<file path="src/epmsc_pkg.sv">
package epmsc_pkg;

	// item field widths
	localparam int OP_W    = 2;
	localparam int POT_W   = 12;
	localparam int DUTY_W  = 8;
	localparam int MRPM_W  = 10;
	localparam int DRPM_W  = 9;

	// state and register widths
	localparam int CNT_W   = 16;
	localparam int LATCH_W = 17;
	localparam int ACC_W   = 40;
	localparam int MODE_W  = 2;
	localparam int GAIN_W  = 8;
	localparam int SCALE_W = 16;
	localparam int Q6_W    = 16;
	localparam int ERR_W   = Q6_W + 2;

	// input op codes
	localparam logic [OP_W-1:0] OP_ENC_A = 2'd0;
	localparam logic [OP_W-1:0] OP_ENC_B = 2'd1;
	localparam logic [OP_W-1:0] OP_TICK  = 2'd2;
	localparam logic [OP_W-1:0] OP_CTRL  = 2'd3;

	localparam logic [MODE_W-1:0] MODE_OPEN = 2'd0;

	// APB register map, 4-byte stride
	localparam int PADDR_W   = 5;
	localparam int PDATA_W   = 32;
	localparam int REG_IDX_W = 3;
	localparam logic [REG_IDX_W-1:0] REG_LOOP_MODE   = 3'd0;
	localparam logic [REG_IDX_W-1:0] REG_SPIN_DIR    = 3'd1;
	localparam logic [REG_IDX_W-1:0] REG_PROP_STEPS  = 3'd2;
	localparam logic [REG_IDX_W-1:0] REG_INTEG_STEPS = 3'd3;
	localparam logic [REG_IDX_W-1:0] REG_RPM_SCALE   = 3'd4;

	localparam logic [MODE_W-1:0]  RST_LOOP_MODE   = 2'd0;
	localparam logic               RST_SPIN_DIR    = 1'b1;
	localparam logic [GAIN_W-1:0]  RST_PROP_STEPS  = 8'd5;
	localparam logic [GAIN_W-1:0]  RST_INTEG_STEPS = 8'd5;
	localparam logic [SCALE_W-1:0] RST_RPM_SCALE   = 16'd2053;

	// defaults for the top level parameters
	localparam int unsigned DEF_PWM_PERIOD = 240;
	localparam int unsigned DEF_MAX_RPM    = 350;
	localparam int unsigned DEF_ADC_BITS   = 12;

	typedef struct packed {
		logic [MODE_W-1:0]  mode;
		logic               dir;
		logic [GAIN_W-1:0]  prop;
		logic [GAIN_W-1:0]  integ;
		logic [SCALE_W-1:0] scale;
	} cfg_t;

	// controller -> datapath
	typedef struct packed {
		logic inc_a;
		logic inc_b;
		logic tick;
		logic capture;
		logic calc_meas;
		logic upd_acc;
		logic calc_terms;
		logic calc_sum;
		logic calc_num;
		logic div_init;
		logic div_step;
		logic div_fin;
		logic ld_out;
	} dp_cmd_t;

	// datapath -> controller
	typedef struct packed {
		logic pending;
		logic open_loop;
	} dp_sts_t;

endpackage

</file>
<file path="src/epmsc_in_if.sv">
interface epmsc_in_if;
	import epmsc_pkg::*;

	logic              valid;
	logic              ready;
	logic [OP_W-1:0]   op;
	logic [POT_W-1:0]  pot_sample;

	modport source(output valid, op, pot_sample, input ready);
	modport sink(input valid, op, pot_sample, output ready);
endinterface

</file>
<file path="src/epmsc_out_if.sv">
interface epmsc_out_if;
	import epmsc_pkg::*;

	logic              valid;
	logic              ready;
	logic [DUTY_W-1:0] duty;
	logic [MRPM_W-1:0] measured_rpm;
	logic [DRPM_W-1:0] desired_rpm;
	logic              bridge_in1;
	logic              bridge_in2;

	modport source(output valid, duty, measured_rpm, desired_rpm, bridge_in1, bridge_in2,
		input ready);
	modport sink(input valid, duty, measured_rpm, desired_rpm, bridge_in1, bridge_in2,
		output ready);
endinterface

</file>
<file path="src/epmsc_cfg.sv">
module epmsc_cfg (
	input  logic                            clk,
	input  logic                            arst_n,
	input  logic                            psel,
	input  logic                            penable,
	input  logic                            pwrite,
	input  logic [epmsc_pkg::PADDR_W-1:0]   paddr,
	input  logic [epmsc_pkg::PDATA_W-1:0]   pwdata,
	output logic [epmsc_pkg::PDATA_W-1:0]   prdata,
	output logic                            pready,
	output epmsc_pkg::cfg_t                 cfg
);
	import epmsc_pkg::*;

	cfg_t                 cfg_q;
	logic                 wr_en;
	logic [REG_IDX_W-1:0] idx;

	assign pready = 1'b1;
	assign idx    = paddr[PADDR_W-1:2];
	assign wr_en  = psel && penable && pwrite && pready;
	assign cfg    = cfg_q;

	always_ff @(posedge clk or negedge arst_n) begin
		if (!arst_n) begin
			cfg_q.mode  <= RST_LOOP_MODE;
			cfg_q.dir   <= RST_SPIN_DIR;
			cfg_q.prop  <= RST_PROP_STEPS;
			cfg_q.integ <= RST_INTEG_STEPS;
			cfg_q.scale <= RST_RPM_SCALE;
		end else if (wr_en) begin
			case (idx)
				REG_LOOP_MODE:   cfg_q.mode  <= pwdata[MODE_W-1:0];
				REG_SPIN_DIR:    cfg_q.dir   <= pwdata[0];
				REG_PROP_STEPS:  cfg_q.prop  <= pwdata[GAIN_W-1:0];
				REG_INTEG_STEPS: cfg_q.integ <= pwdata[GAIN_W-1:0];
				REG_RPM_SCALE:   cfg_q.scale <= pwdata[SCALE_W-1:0];
				default: begin
				end
			endcase
		end
	end

	always_comb begin
		case (idx)
			REG_LOOP_MODE:   prdata = PDATA_W'(cfg_q.mode);
			REG_SPIN_DIR:    prdata = PDATA_W'(cfg_q.dir);
			REG_PROP_STEPS:  prdata = PDATA_W'(cfg_q.prop);
			REG_INTEG_STEPS: prdata = PDATA_W'(cfg_q.integ);
			REG_RPM_SCALE:   prdata = PDATA_W'(cfg_q.scale);
			default:         prdata = '0;
		endcase
	end
endmodule

</file>
<file path="src/epmsc_ctrl.sv">
module epmsc_ctrl (
	input  logic                          clk,
	input  logic                          arst_n,
	input  logic                          in_valid,
	output logic                          in_ready,
	input  logic [epmsc_pkg::OP_W-1:0]    in_op,
	output logic                          out_valid,
	input  logic                          out_ready,
	input  epmsc_pkg::dp_sts_t            sts,
	output epmsc_pkg::dp_cmd_t            cmd
);
	import epmsc_pkg::*;

	localparam int ST_W = 4;
	localparam logic [ST_W-1:0] S_IDLE = 4'd0;
	localparam logic [ST_W-1:0] S_MEAS = 4'd1;
	localparam logic [ST_W-1:0] S_ACC  = 4'd2;
	localparam logic [ST_W-1:0] S_TERM = 4'd3;
	localparam logic [ST_W-1:0] S_SUM  = 4'd4;
	localparam logic [ST_W-1:0] S_NUM  = 4'd5;
	localparam logic [ST_W-1:0] S_DIVI = 4'd6;
	localparam logic [ST_W-1:0] S_DIV  = 4'd7;
	localparam logic [ST_W-1:0] S_FIN  = 4'd8;
	localparam logic [ST_W-1:0] S_OUT  = 4'd9;

	logic [ST_W-1:0]   state_q, state_d;
	logic              out_valid_q;
	logic              slot_free;

	assign slot_free = !out_valid_q || out_ready;
	assign out_valid = out_valid_q;
	assign in_ready  = (state_q == S_IDLE);

	always_comb begin
		cmd     = '0;
		state_d = state_q;
		case (state_q)
			S_IDLE: begin
				if (in_valid) begin
					case (in_op)
						OP_ENC_A: cmd.inc_a = 1'b1;
						OP_ENC_B: cmd.inc_b = 1'b1;
						OP_TICK:  cmd.tick  = 1'b1;
						OP_CTRL: begin
							// no tick since last result: request is dropped
							if (sts.pending) begin
								cmd.capture = 1'b1;
								state_d     = S_MEAS;
							end
						end
						default: begin
						end
					endcase
				end
			end
			S_MEAS: begin
				cmd.calc_meas = 1'b1;
				state_d       = sts.open_loop ? S_OUT : S_ACC;
			end
			S_ACC: begin
				cmd.upd_acc = 1'b1;
				state_d     = S_TERM;
			end
			S_TERM: begin
				cmd.calc_terms = 1'b1;
				state_d        = S_SUM;
			end
			S_SUM: begin
				cmd.calc_sum = 1'b1;
				state_d      = S_NUM;
			end
			S_NUM: begin
				cmd.calc_num = 1'b1;
				state_d      = S_DIVI;
			end
			S_DIVI: begin
				cmd.div_init = 1'b1;
				state_d      = S_DIV;
			end
			S_DIV: begin
				// reciprocal multiply
				cmd.div_step = 1'b1;
				state_d      = S_FIN;
			end
			S_FIN: begin
				cmd.div_fin = 1'b1;
				state_d     = S_OUT;
			end
			S_OUT: begin
				if (slot_free) begin
					cmd.ld_out = 1'b1;
					state_d    = S_IDLE;
				end
			end
			default: state_d = S_IDLE;
		endcase
	end

	always_ff @(posedge clk or negedge arst_n) begin
		if (!arst_n) begin
			state_q     <= S_IDLE;
			out_valid_q <= 1'b0;
		end else begin
			state_q <= state_d;
			if (cmd.ld_out) out_valid_q <= 1'b1;
			else if (out_ready) out_valid_q <= 1'b0;
		end
	end
endmodule

</file>
<file path="src/epmsc_dp.sv">
module epmsc_dp #(
	parameter int unsigned PWM_PERIOD = epmsc_pkg::DEF_PWM_PERIOD,
	parameter int unsigned MAX_RPM    = epmsc_pkg::DEF_MAX_RPM,
	parameter int unsigned ADC_BITS   = epmsc_pkg::DEF_ADC_BITS
) (
	input  logic                           clk,
	input  logic                           arst_n,
	input  epmsc_pkg::cfg_t                cfg,
	input  epmsc_pkg::dp_cmd_t             cmd,
	output epmsc_pkg::dp_sts_t             sts,
	input  logic [epmsc_pkg::POT_W-1:0]    pot_sample,
	output logic [epmsc_pkg::DUTY_W-1:0]   duty,
	output logic [epmsc_pkg::MRPM_W-1:0]   measured_rpm,
	output logic [epmsc_pkg::DRPM_W-1:0]   desired_rpm,
	output logic                           bridge_in1,
	output logic                           bridge_in2
);
	import epmsc_pkg::*;

	localparam int unsigned TOP      = (PWM_PERIOD < 255) ? PWM_PERIOD : 255;
	localparam int unsigned POT_MAX  = (1 << ADC_BITS) - 1;
	localparam int RPM_W       = $clog2(MAX_RPM + 1);
	localparam int PER_W       = $clog2(PWM_PERIOD + 1);
	localparam int DES_PROD_W  = POT_W + RPM_W + 6;
	localparam int OPEN_PROD_W = POT_W + PER_W;
	localparam int MEAS_PROD_W = LATCH_W + SCALE_W;
	localparam int KP_W        = GAIN_W + 7;
	localparam int unsigned KP_SCALE = 100;
	localparam int P_W         = KP_W + 1 + ERR_W;
	localparam int I_W         = GAIN_W + 1 + ACC_W;
	localparam int S_W         = I_W + 1;
	localparam int NUM_W       = S_W + PER_W + 1;
	localparam longint unsigned DEN      = 64'(64000) * 64'(MAX_RPM);
	localparam longint unsigned HALF_DEN = DEN / 2;
	localparam longint unsigned SAT_LIM  = 64'(TOP + 1) * DEN;
	localparam logic signed [NUM_W-1:0] PER_S = NUM_W'(PWM_PERIOD);

	// 64000 = 2^9 * 125: shift out the power of two, then multiply by a
	// reciprocal of the odd part. Below the saturation limit the shifted
	// value fits Y_W bits, and a reciprocal rounded up with RCP_SH =
	// Y_W + log2(divisor) fraction bits gives the exact floor.
	localparam int DEN_SHIFT = 9;
	localparam longint unsigned DEN_ODD = 64'(125) * 64'(MAX_RPM);
	localparam int Y_W         = $clog2(64'(TOP + 1) * DEN_ODD);
	localparam int ODD_W       = $clog2(DEN_ODD);
	localparam int RCP_SH      = Y_W + ODD_W;
	localparam int RCP_W       = Y_W + 1;
	localparam int PROD_W      = Y_W + RCP_W;
	localparam longint unsigned RCP_VAL = ((64'd1 << RCP_SH) + DEN_ODD - 1) / DEN_ODD;
	localparam logic [RCP_W-1:0] RCP = RCP_W'(RCP_VAL);

	// encoder and period state
	logic [CNT_W-1:0]   count_a_q, count_b_q;
	logic [LATCH_W-1:0] latched_q;
	logic               pending_q;
	logic signed [ACC_W-1:0] acc_q;

	// working registers
	logic [POT_W-1:0]        pot_q;
	logic [Q6_W-1:0]         des_q6_q, meas_q6_q;
	logic [DUTY_W-1:0]       duty_q;
	logic signed [ERR_W-1:0] err_q;
	logic signed [P_W-1:0]   p_q;
	logic signed [I_W-1:0]   i_q;
	logic signed [S_W-1:0]   s_q;
	logic signed [NUM_W-1:0] num_q;
	logic [Y_W-1:0]          y_q;
	logic [PROD_W-1:0]       prod_q;
	logic                    pos_q, sat_q;

	// output register
	logic [DUTY_W-1:0] duty_o_q;
	logic [MRPM_W-1:0] mrpm_o_q;
	logic [DRPM_W-1:0] drpm_o_q;
	logic              in1_o_q, in2_o_q;

	logic [POT_W-1:0]        pot_sat;
	logic [DES_PROD_W-1:0]   des_prod;
	logic [OPEN_PROD_W-1:0]  open_prod, open_whole;
	logic [MEAS_PROD_W-1:0]  meas_prod;
	logic [Q6_W-1:0]         meas_sat;
	logic [DUTY_W-1:0]       open_duty;
	logic signed [ERR_W-1:0] err;
	logic [ACC_W:0]          acc_sum;
	logic signed [ACC_W-1:0] acc_new;
	logic [KP_W-1:0]         kp100;
	logic signed [P_W-1:0]   p_prod;
	logic signed [I_W-1:0]   i_prod;
	logic signed [NUM_W-1:0] num_full;
	logic [NUM_W-1:0]        x_val;

	function automatic logic [DRPM_W-1:0] meas_or_des_sat(input logic [Q6_W-1:0] q6);
		return q6[Q6_W-1] ? '1 : q6[Q6_W-2:6];
	endfunction

	assign sts.pending   = pending_q;
	assign sts.open_loop = (cfg.mode == MODE_OPEN);

	assign pot_sat = (32'(pot_sample) > POT_MAX) ? POT_W'(POT_MAX) : pot_sample;

	// speed terms, Q10.6
	assign des_prod   = DES_PROD_W'(pot_q) * DES_PROD_W'(MAX_RPM * 64);
	assign open_prod  = OPEN_PROD_W'(pot_q) * OPEN_PROD_W'(PWM_PERIOD);
	assign open_whole = open_prod >> ADC_BITS;
	assign open_duty  = (open_whole > OPEN_PROD_W'(TOP)) ? DUTY_W'(TOP) : DUTY_W'(open_whole);
	assign meas_prod  = MEAS_PROD_W'(latched_q) * MEAS_PROD_W'(cfg.scale);
	assign meas_sat   = (meas_prod[MEAS_PROD_W-1:Q6_W+2] != '0) ? '1 : meas_prod[Q6_W+1:2];

	// error and saturating accumulator
	assign err     = $signed({2'b00, des_q6_q}) - $signed({2'b00, meas_q6_q});
	assign acc_sum = {acc_q[ACC_W-1], acc_q} + {{(ACC_W + 1 - ERR_W){err[ERR_W-1]}}, err};
	always_comb begin
		if (acc_sum[ACC_W] != acc_sum[ACC_W-1])
			acc_new = acc_sum[ACC_W] ? {1'b1, {(ACC_W-1){1'b0}}} : {1'b0, {(ACC_W-1){1'b1}}};
		else
			acc_new = acc_sum[ACC_W-1:0];
	end

	// PI terms
	assign kp100    = KP_W'(cfg.prop) * KP_W'(KP_SCALE);
	assign p_prod   = $signed({1'b0, kp100}) * err_q;
	assign i_prod   = $signed({1'b0, cfg.integ}) * acc_q;
	assign num_full = $signed({{(NUM_W-S_W){s_q[S_W-1]}}, s_q}) * PER_S;

	// rounding offset ahead of the divide
	assign x_val = $unsigned(num_q) + NUM_W'(HALF_DEN);

	always_ff @(posedge clk or negedge arst_n) begin
		if (!arst_n) begin
			count_a_q <= '0;
			count_b_q <= '0;
			latched_q <= '0;
			pending_q <= 1'b0;
			acc_q     <= '0;
		end else begin
			if (cmd.inc_a && (count_a_q != '1)) count_a_q <= count_a_q + 1'b1;
			if (cmd.inc_b && (count_b_q != '1)) count_b_q <= count_b_q + 1'b1;
			if (cmd.tick) begin
				latched_q <= LATCH_W'(count_a_q) + LATCH_W'(count_b_q);
				count_a_q <= '0;
				count_b_q <= '0;
				pending_q <= 1'b1;
			end
			if (cmd.capture)   pending_q <= 1'b0;
			if (cmd.calc_meas) latched_q <= '0;
			if (cmd.upd_acc)   acc_q     <= acc_new;
		end
	end

	always_ff @(posedge clk) begin
		if (cmd.capture) pot_q <= pot_sat;
		if (cmd.calc_meas) begin
			des_q6_q  <= Q6_W'(des_prod >> ADC_BITS);
			meas_q6_q <= meas_sat;
			duty_q    <= open_duty;
		end
		if (cmd.upd_acc) err_q <= err;
		if (cmd.calc_terms) begin
			p_q <= p_prod;
			i_q <= i_prod;
		end
		if (cmd.calc_sum)
			s_q <= {{(S_W-P_W){p_q[P_W-1]}}, p_q} + {{(S_W-I_W){i_q[I_W-1]}}, i_q};
		if (cmd.calc_num) num_q <= num_full;
		if (cmd.div_init) begin
			pos_q <= !num_q[NUM_W-1] && (num_q != '0);
			sat_q <= (x_val >= NUM_W'(SAT_LIM));
			y_q   <= Y_W'(x_val >> DEN_SHIFT);
		end
		if (cmd.div_step) prod_q <= PROD_W'(y_q) * PROD_W'(RCP);
		if (cmd.div_fin)
			duty_q <= !pos_q ? '0 : (sat_q ? DUTY_W'(TOP) : DUTY_W'(prod_q >> RCP_SH));
		if (cmd.ld_out) begin
			duty_o_q <= duty_q;
			mrpm_o_q <= meas_q6_q[Q6_W-1:6];
			drpm_o_q <= meas_or_des_sat(des_q6_q);
			in1_o_q  <= !cfg.dir;
			in2_o_q  <= cfg.dir;
		end
	end

	assign duty         = duty_o_q;
	assign measured_rpm = mrpm_o_q;
	assign desired_rpm  = drpm_o_q;
	assign bridge_in1   = in1_o_q;
	assign bridge_in2   = in2_o_q;
endmodule

</file>
<file path="src/encoder_pi_motor_speed_control.sv">
// Channel   Dir  Handshake       Payload
// in_ch     in   valid/ready     op, pot_sample
// out_ch    out  valid/ready     duty, measured_rpm, desired_rpm, bridge_in1, bridge_in2
// apb       in   psel/penable    paddr, pwdata -> prdata, pready tied high
//
// Sequencing: an encoder edge, a period tick or a request with no tick pending
// is handled in the idle state. An open-loop request steps through measure and
// output; a closed-loop request also runs the PI pipeline steps and the
// reciprocal multiply that turns the rounded PI sum into a duty value.
// Reset: arst_n clears counters, the latch, the pending flag, the accumulator
// and the config registers to their documented values.
// Stalls: in_ch is taken only while the sequencer is idle. A held result in the
// output register alone leaves edges and ticks flowing; the next result then
// waits in the sequencer and holds in_ch off until the register frees.
module encoder_pi_motor_speed_control #(
	parameter int unsigned PWM_PERIOD = epmsc_pkg::DEF_PWM_PERIOD,
	parameter int unsigned MAX_RPM    = epmsc_pkg::DEF_MAX_RPM,
	parameter int unsigned ADC_BITS   = epmsc_pkg::DEF_ADC_BITS
) (
	input  logic                          clk,
	input  logic                          arst_n,
	epmsc_in_if.sink                      in_ch,
	epmsc_out_if.source                   out_ch,
	input  logic                          psel,
	input  logic                          penable,
	input  logic                          pwrite,
	input  logic [epmsc_pkg::PADDR_W-1:0] paddr,
	input  logic [epmsc_pkg::PDATA_W-1:0] pwdata,
	output logic [epmsc_pkg::PDATA_W-1:0] prdata,
	output logic                          pready
);
	import epmsc_pkg::*;

	cfg_t    cfg;
	dp_cmd_t cmd;
	dp_sts_t sts;

	// register file: loop mode, direction, gains, RPM scale
	epmsc_cfg u_cfg (
		.clk     (clk),
		.arst_n  (arst_n),
		.psel    (psel),
		.penable (penable),
		.pwrite  (pwrite),
		.paddr   (paddr),
		.pwdata  (pwdata),
		.prdata  (prdata),
		.pready  (pready),
		.cfg     (cfg)
	);

	// sequencer: decodes ops, steps the PI pipeline and divide, owns out valid
	epmsc_ctrl u_ctrl (
		.clk       (clk),
		.arst_n    (arst_n),
		.in_valid  (in_ch.valid),
		.in_ready  (in_ch.ready),
		.in_op     (in_ch.op),
		.out_valid (out_ch.valid),
		.out_ready (out_ch.ready),
		.sts       (sts),
		.cmd       (cmd)
	);

	// datapath: pulse counters, Q10.6 speed math, saturating integrator,
	// PI sum times period, rounding divide by 64000*MAX_RPM, output register
	epmsc_dp #(
		.PWM_PERIOD (PWM_PERIOD),
		.MAX_RPM    (MAX_RPM),
		.ADC_BITS   (ADC_BITS)
	) u_dp (
		.clk          (clk),
		.arst_n       (arst_n),
		.cfg          (cfg),
		.cmd          (cmd),
		.sts          (sts),
		.pot_sample   (in_ch.pot_sample),
		.duty         (out_ch.duty),
		.measured_rpm (out_ch.measured_rpm),
		.desired_rpm  (out_ch.desired_rpm),
		.bridge_in1   (out_ch.bridge_in1),
		.bridge_in2   (out_ch.bridge_in2)
	);
endmodule
</file>
<file path="src/flat_wrapper.sv">
// flat-port wrapper written by rule: the top's interface ports become plain ports
module encoder_pi_motor_speed_control_flat import epmsc_pkg::*;
#(
	parameter int unsigned PWM_PERIOD = epmsc_pkg::DEF_PWM_PERIOD,
	parameter int unsigned MAX_RPM    = epmsc_pkg::DEF_MAX_RPM,
	parameter int unsigned ADC_BITS   = epmsc_pkg::DEF_ADC_BITS
)
  (clk, arst_n, psel, penable, pwrite, paddr, pwdata, prdata, pready, in_ch_valid, in_ch_op, in_ch_pot_sample, in_ch_ready, out_ch_valid, out_ch_duty, out_ch_measured_rpm, out_ch_desired_rpm, out_ch_bridge_in1, out_ch_bridge_in2, out_ch_ready);
  epmsc_in_if in_ch_i ();
  epmsc_out_if out_ch_i ();
  input  logic clk;
  input  logic arst_n;
  input  logic psel;
  input  logic penable;
  input  logic pwrite;
  input  logic [epmsc_pkg::PADDR_W-1:0] paddr;
  input  logic [epmsc_pkg::PDATA_W-1:0] pwdata;
  output logic [epmsc_pkg::PDATA_W-1:0] prdata;
  output logic pready;
  input wire logic [$bits(in_ch_i.valid)-1:0] in_ch_valid;
  input wire logic [$bits(in_ch_i.op)-1:0] in_ch_op;
  input wire logic [$bits(in_ch_i.pot_sample)-1:0] in_ch_pot_sample;
  output wire logic [$bits(in_ch_i.ready)-1:0] in_ch_ready;
  output wire logic [$bits(out_ch_i.valid)-1:0] out_ch_valid;
  output wire logic [$bits(out_ch_i.duty)-1:0] out_ch_duty;
  output wire logic [$bits(out_ch_i.measured_rpm)-1:0] out_ch_measured_rpm;
  output wire logic [$bits(out_ch_i.desired_rpm)-1:0] out_ch_desired_rpm;
  output wire logic [$bits(out_ch_i.bridge_in1)-1:0] out_ch_bridge_in1;
  output wire logic [$bits(out_ch_i.bridge_in2)-1:0] out_ch_bridge_in2;
  input wire logic [$bits(out_ch_i.ready)-1:0] out_ch_ready;
  assign in_ch_i.valid = in_ch_valid;
  assign in_ch_i.op = in_ch_op;
  assign in_ch_i.pot_sample = in_ch_pot_sample;
  assign in_ch_ready = in_ch_i.ready;
  assign out_ch_valid = out_ch_i.valid;
  assign out_ch_duty = out_ch_i.duty;
  assign out_ch_measured_rpm = out_ch_i.measured_rpm;
  assign out_ch_desired_rpm = out_ch_i.desired_rpm;
  assign out_ch_bridge_in1 = out_ch_i.bridge_in1;
  assign out_ch_bridge_in2 = out_ch_i.bridge_in2;
  assign out_ch_i.ready = out_ch_ready;
  encoder_pi_motor_speed_control #(.PWM_PERIOD(PWM_PERIOD), .MAX_RPM(MAX_RPM), .ADC_BITS(ADC_BITS)) u_core (.clk(clk), .arst_n(arst_n), .in_ch(in_ch_i), .out_ch(out_ch_i), .psel(psel), .penable(penable), .pwrite(pwrite), .paddr(paddr), .pwdata(pwdata), .prdata(prdata), .pready(pready));
endmodule
</file>
<file path="config.mk">
export PLATFORM = sky130hd
export DESIGN_NAME = encoder_pi_motor_speed_control_flat
export DESIGN_NICKNAME = d
export VERILOG_FILES = /design/src/epmsc_pkg.sv /design/src/epmsc_in_if.sv /design/src/epmsc_out_if.sv /design/src/epmsc_cfg.sv /design/src/epmsc_ctrl.sv /design/src/epmsc_dp.sv /design/src/encoder_pi_motor_speed_control.sv /design/src/flat_wrapper.sv
export SDC_FILE = /design/constraint.sdc
export NUM_CORES = 2
export LEC_CHECK = 0
export BUFFER_PORTS_ARGS = -buffer_cell sky130_fd_sc_hd__buf_2
export CAP_MARGIN = 20
export CORE_MARGIN = 3
export CORE_UTILIZATION = 41
export DETAILED_ROUTE_END_ITERATION = 10
export GPL_TIMING_DRIVEN = 1
export PLACE_DENSITY = 0.68
export SLEW_MARGIN = 20
export SYNTH_ARGS = -nofsm -noshare
export SYNTH_HDL_FRONTEND = slang
export SYNTH_SLANG_ARGS = --single-unit
</file>
<file path="constraint.sdc">
create_clock -name clk -period 10.7 [get_ports clk]
set_input_delay 3.21 -clock clk [delete_from_list [all_inputs] [get_ports clk]]
set_output_delay 3.21 -clock clk [all_outputs]
set_load 0.01 [all_outputs]
</file>
==> run_results.csv <==
group,metric,value,unit
run_status,outcome,"finished clean",
worst_setup_path,start_kind,"flip-flop",
clock_tree,htreeDepth,2,
logic_synthesis,synth_top_cell_by_area,"fa_1",
worst_setup_path,rr_startpoint,"u_core.u_cfg.cfg[25]",
sta,clock_skew,0.0346,ns
finish,final_util,0.442,
die,io_pins,122,
clock_tree,cts_num_sinks,446,
sta,grt_setup_unrepaired,"no",
worst_setup_path,reg2reg_depth,32,
die,core-area,170000,µm²
drt,vias_per_cell,5.10,
logic_synthesis,async_reset_ff_frac,0.291,
sta,finalCriticalPeriod,9.80,ns
placed_design,dp_hpwl,135000,µm
min_path,hold_depth,0,
logic_synthesis,yosys_warnings,0,
worst_setup_path,critPathMaxFanout,21,
placed_design,placement.cell_area,73400,µm²
clock_tree,cts-resized-gates,0,
min_path,holdPathEnd,"u_core.u_dp.duty[6]",
die,row_count,151,
drt,drt_first_iter_violations,2828,
logic_synthesis,yosysTopAreaCellShare,0.315,
global_route,groute.usage.overall,0.190,
global_route,grt_pass1_vias,52411,
clock_tree,holdBufCountCts,0,
worst_setup_path,cp_data_required_time,11.09,ns
logic_synthesis,ys_types,86,
drt,firstDrtPassIters,5,
global_route,overflow,0,
worst_setup_path,cp_data_arrival_time,10.19,ns
sta,relSlewSlack,0.332,
clock_tree,clk_latency,0.67,ns
drt,num_vias,48914,
placed_design,portBuffers,86,
logic_synthesis,synth.cell_area,70600,µm²
clock_tree,cts_tree,"yes",
logic_synthesis,seq_area_frac_synth,0.181,
logic_synthesis,synthCells,7266,
drt,drc,0,
min_path,hold_class,"flip-flop to flip-flop",
global_route,grt_max_degree,81,
worst_setup_path,regToRegSetupSlack,0.90,ns
die,start_util,0.414,
finish,design_area,75200,µm²
sta,fmax,102,MHz
finish,drive_above_1_share,0.0414,
logic_synthesis,synth.area.top_cells,"fa_1, ha_1, edfxtp_1",
logic_synthesis,synth_edf_count,316,
finish,nNetsFinal,9224,
sta,period_share,0.916,
drt,ant_nets,0,
clock_tree,cts_buffer_depth,3,
flow_run,max-cap-violations,0,
worst_setup_path,slowest_stage,"dfrtp_1",
clock_tree,path_clk_slew,0.06,ns
logic_synthesis,yosys-top-cells-count,"inv_1, fa_1, ha_1, nand2_1, and2_1",
clock_tree,cts_root_buf,"clkbuf_16",
min_path,min_from,"u_core.u_dp.duty_q[6]",
die,die_area,177000,µm²
logic_synthesis,synth_most_common_cell,"inv_1",
clock_tree,postCtsSetupBuffers,0,
sta,fin_tns_setup,0,ns
sta,setup_violations,0,
die,die_h,421,µm
sta,hold_viol,0,
logic_synthesis,syn_avg_cell_area,9.71,µm²
logic_synthesis,ys_seq_elements,446,
clock_tree,cts_buffers,51,
sta,whs,0.420,ns
placed_design,place.gp.congestion,0.926,
drt,wl_per_cell,17.1,µm
global_route,grt_pass1_wl,272000,µm
logic_synthesis,synthFlopType,"edfxtp_1",
worst_setup_path,path_class,"flip-flop to flip-flop",
worst_setup_path,endpoint_kind,"flip-flop",
finish,area_growth,6.59,%
worst_setup_path,crit_top_cell,"fa_1",
global_route,antenna_found_initial,1,
sta,slew_violations,0,
drt,wirelength,164000,µm
worst_setup_path,r2r-end,"u_core.u_dp.p_q[29]",
die,die_w,421,µm
sta,worst_slew_pin_slew,0.995,ns
worst_setup_path,slowest_delay,0.92,ns
[critical path: cells and delay by family, from the launching register on]
family | cells | cell delay (ns)
fa+ha+maj | 11 | 4.62
compound gates | 11 | 2.46
flops | 1 | 0.92
xor+xnor | 2 | 0.61
buf+inv | 4 | 0.48
simple gates | 4 | 0.43
[sequential cells by signal, summed over array words and instances (netlist names), 4 cells and up]
name                      count
u_core.u_dp.num_q            55
u_core.u_dp.s_q              50
u_core.u_dp.i_q              49
u_core.u_dp.acc_q            40
u_core.u_cfg.cfg             35
u_core.u_dp.p_q              31
u_core.u_dp.y_q              24
u_core.u_dp.err_q            17
u_core.u_dp.latched_q        17
u_core.u_dp.count_a_q        16
u_core.u_dp.count_b_q        16
u_core.u_dp.meas_q6_q        16
u_core.u_dp.des_q6_q         15
u_core.u_dp.pot_q            12
u_core.u_dp.measured_rpm     10
u_core.u_dp.desired_rpm       9
u_core.u_dp.duty              8
u_core.u_dp.duty_q            8
u_core.u_dp.prod_q            8
u_core.u_ctrl.state_q         4
[layout by cell type (no fill, tap or decap), drive strengths merged, types with 18 or more instances in the layout]
cell type	count
nor2	230
nor3	69
a21oi	268
a31oi	24
edfxtp	316
xor2	131
dfrtp	122
clkinv	18
nand2b	79
mux2	35
ha	797
nand3	95
o21ai	247
maj3	39
nor4	21
o21bai	41
o21a	42
nand2	575
a211oi	30
o211ai	21
inv	1573
a21o	156
buf	121
xnor2	209
nor2b	46
fa	1109
clkbuf	55
and3	39
or3	20
nand4	53
and2	496
[logic make-up (layout without fill, tap and decap cells)]
group / count (synthesis) / count (layout) / synth area share
XOR/XNOR: 340 / 340 / 0.0422
adder cells (fa/ha/maj): 1945 / 1945 / 0.462
AO/OA/AOI/OAI: 955 / 955 / 0.0856
buffers and inverters: 1759 / 1780 / 0.0949
multiplexers: 53 / 53 / 0.00832
other: 2 / 20 / 0.000106
AND/OR/NAND/NOR: 1766 / 1766 / 0.126
flip-flops: 446 / 446 / 0.181
[area by class of cell]
cell class,instances,area (µm²)
inverters,1564,5870
multi-input cells,5076,51200
well taps,2295,2870
flip-flops and latches,446,12800
clock buffers,55,1290
clock inverters,40,495
diodes,3,7.51
repair buffers,121,699
fillers,16111,95000
[stage by stage]
step | worst slack, ns | cells
after global placement | 1.08 | 9502
after detailed placement | 1.01 | 9502
after CTS | 0.940 | 9597
after floorplan | 2.14 | 7281
after global routing | 0.186 | 9597
final | 0.896 | 9600
[metal layers]
| metal | up-vias | track usage | share of wire |
|---|---|---|---|
| li1 | 23063 | - | - |
| met4 | 2 | 0.0646 | 0.036 |
| met5 | - | 0 | 0.000079 |
| met2 | 1057 | 0.331 | 0.49 |
| met3 | 257 | 0.0214 | 0.043 |
| met1 | 24535 | 0.247 | 0.43 |
[worst max path at each step]
stage / start / to / slack, ns / depth (start not counted)
after detailed placement: u_core.u_cfg.cfg[25] / u_core.u_dp.p_q[29] / 1.01 / 32
after global routing: u_core.u_cfg.cfg[25] / u_core.u_dp.p_q[29] / 0.19 / 32
after global placement: u_core.u_cfg.cfg[25] / u_core.u_dp.p_q[29] / 1.08 / 32
after CTS: u_core.u_cfg.cfg[25] / u_core.u_dp.p_q[29] / 0.94 / 32
final: u_core.u_cfg.cfg[25] / u_core.u_dp.p_q[29] / 0.90 / 32
after floorplan: u_core.u_cfg.cfg[26] / u_core.u_dp.p_q[29] / 2.14 / 31
Power is not shown: default switching activity piles up to over one toggle a cycle in this logic, so the estimate is an artifact.
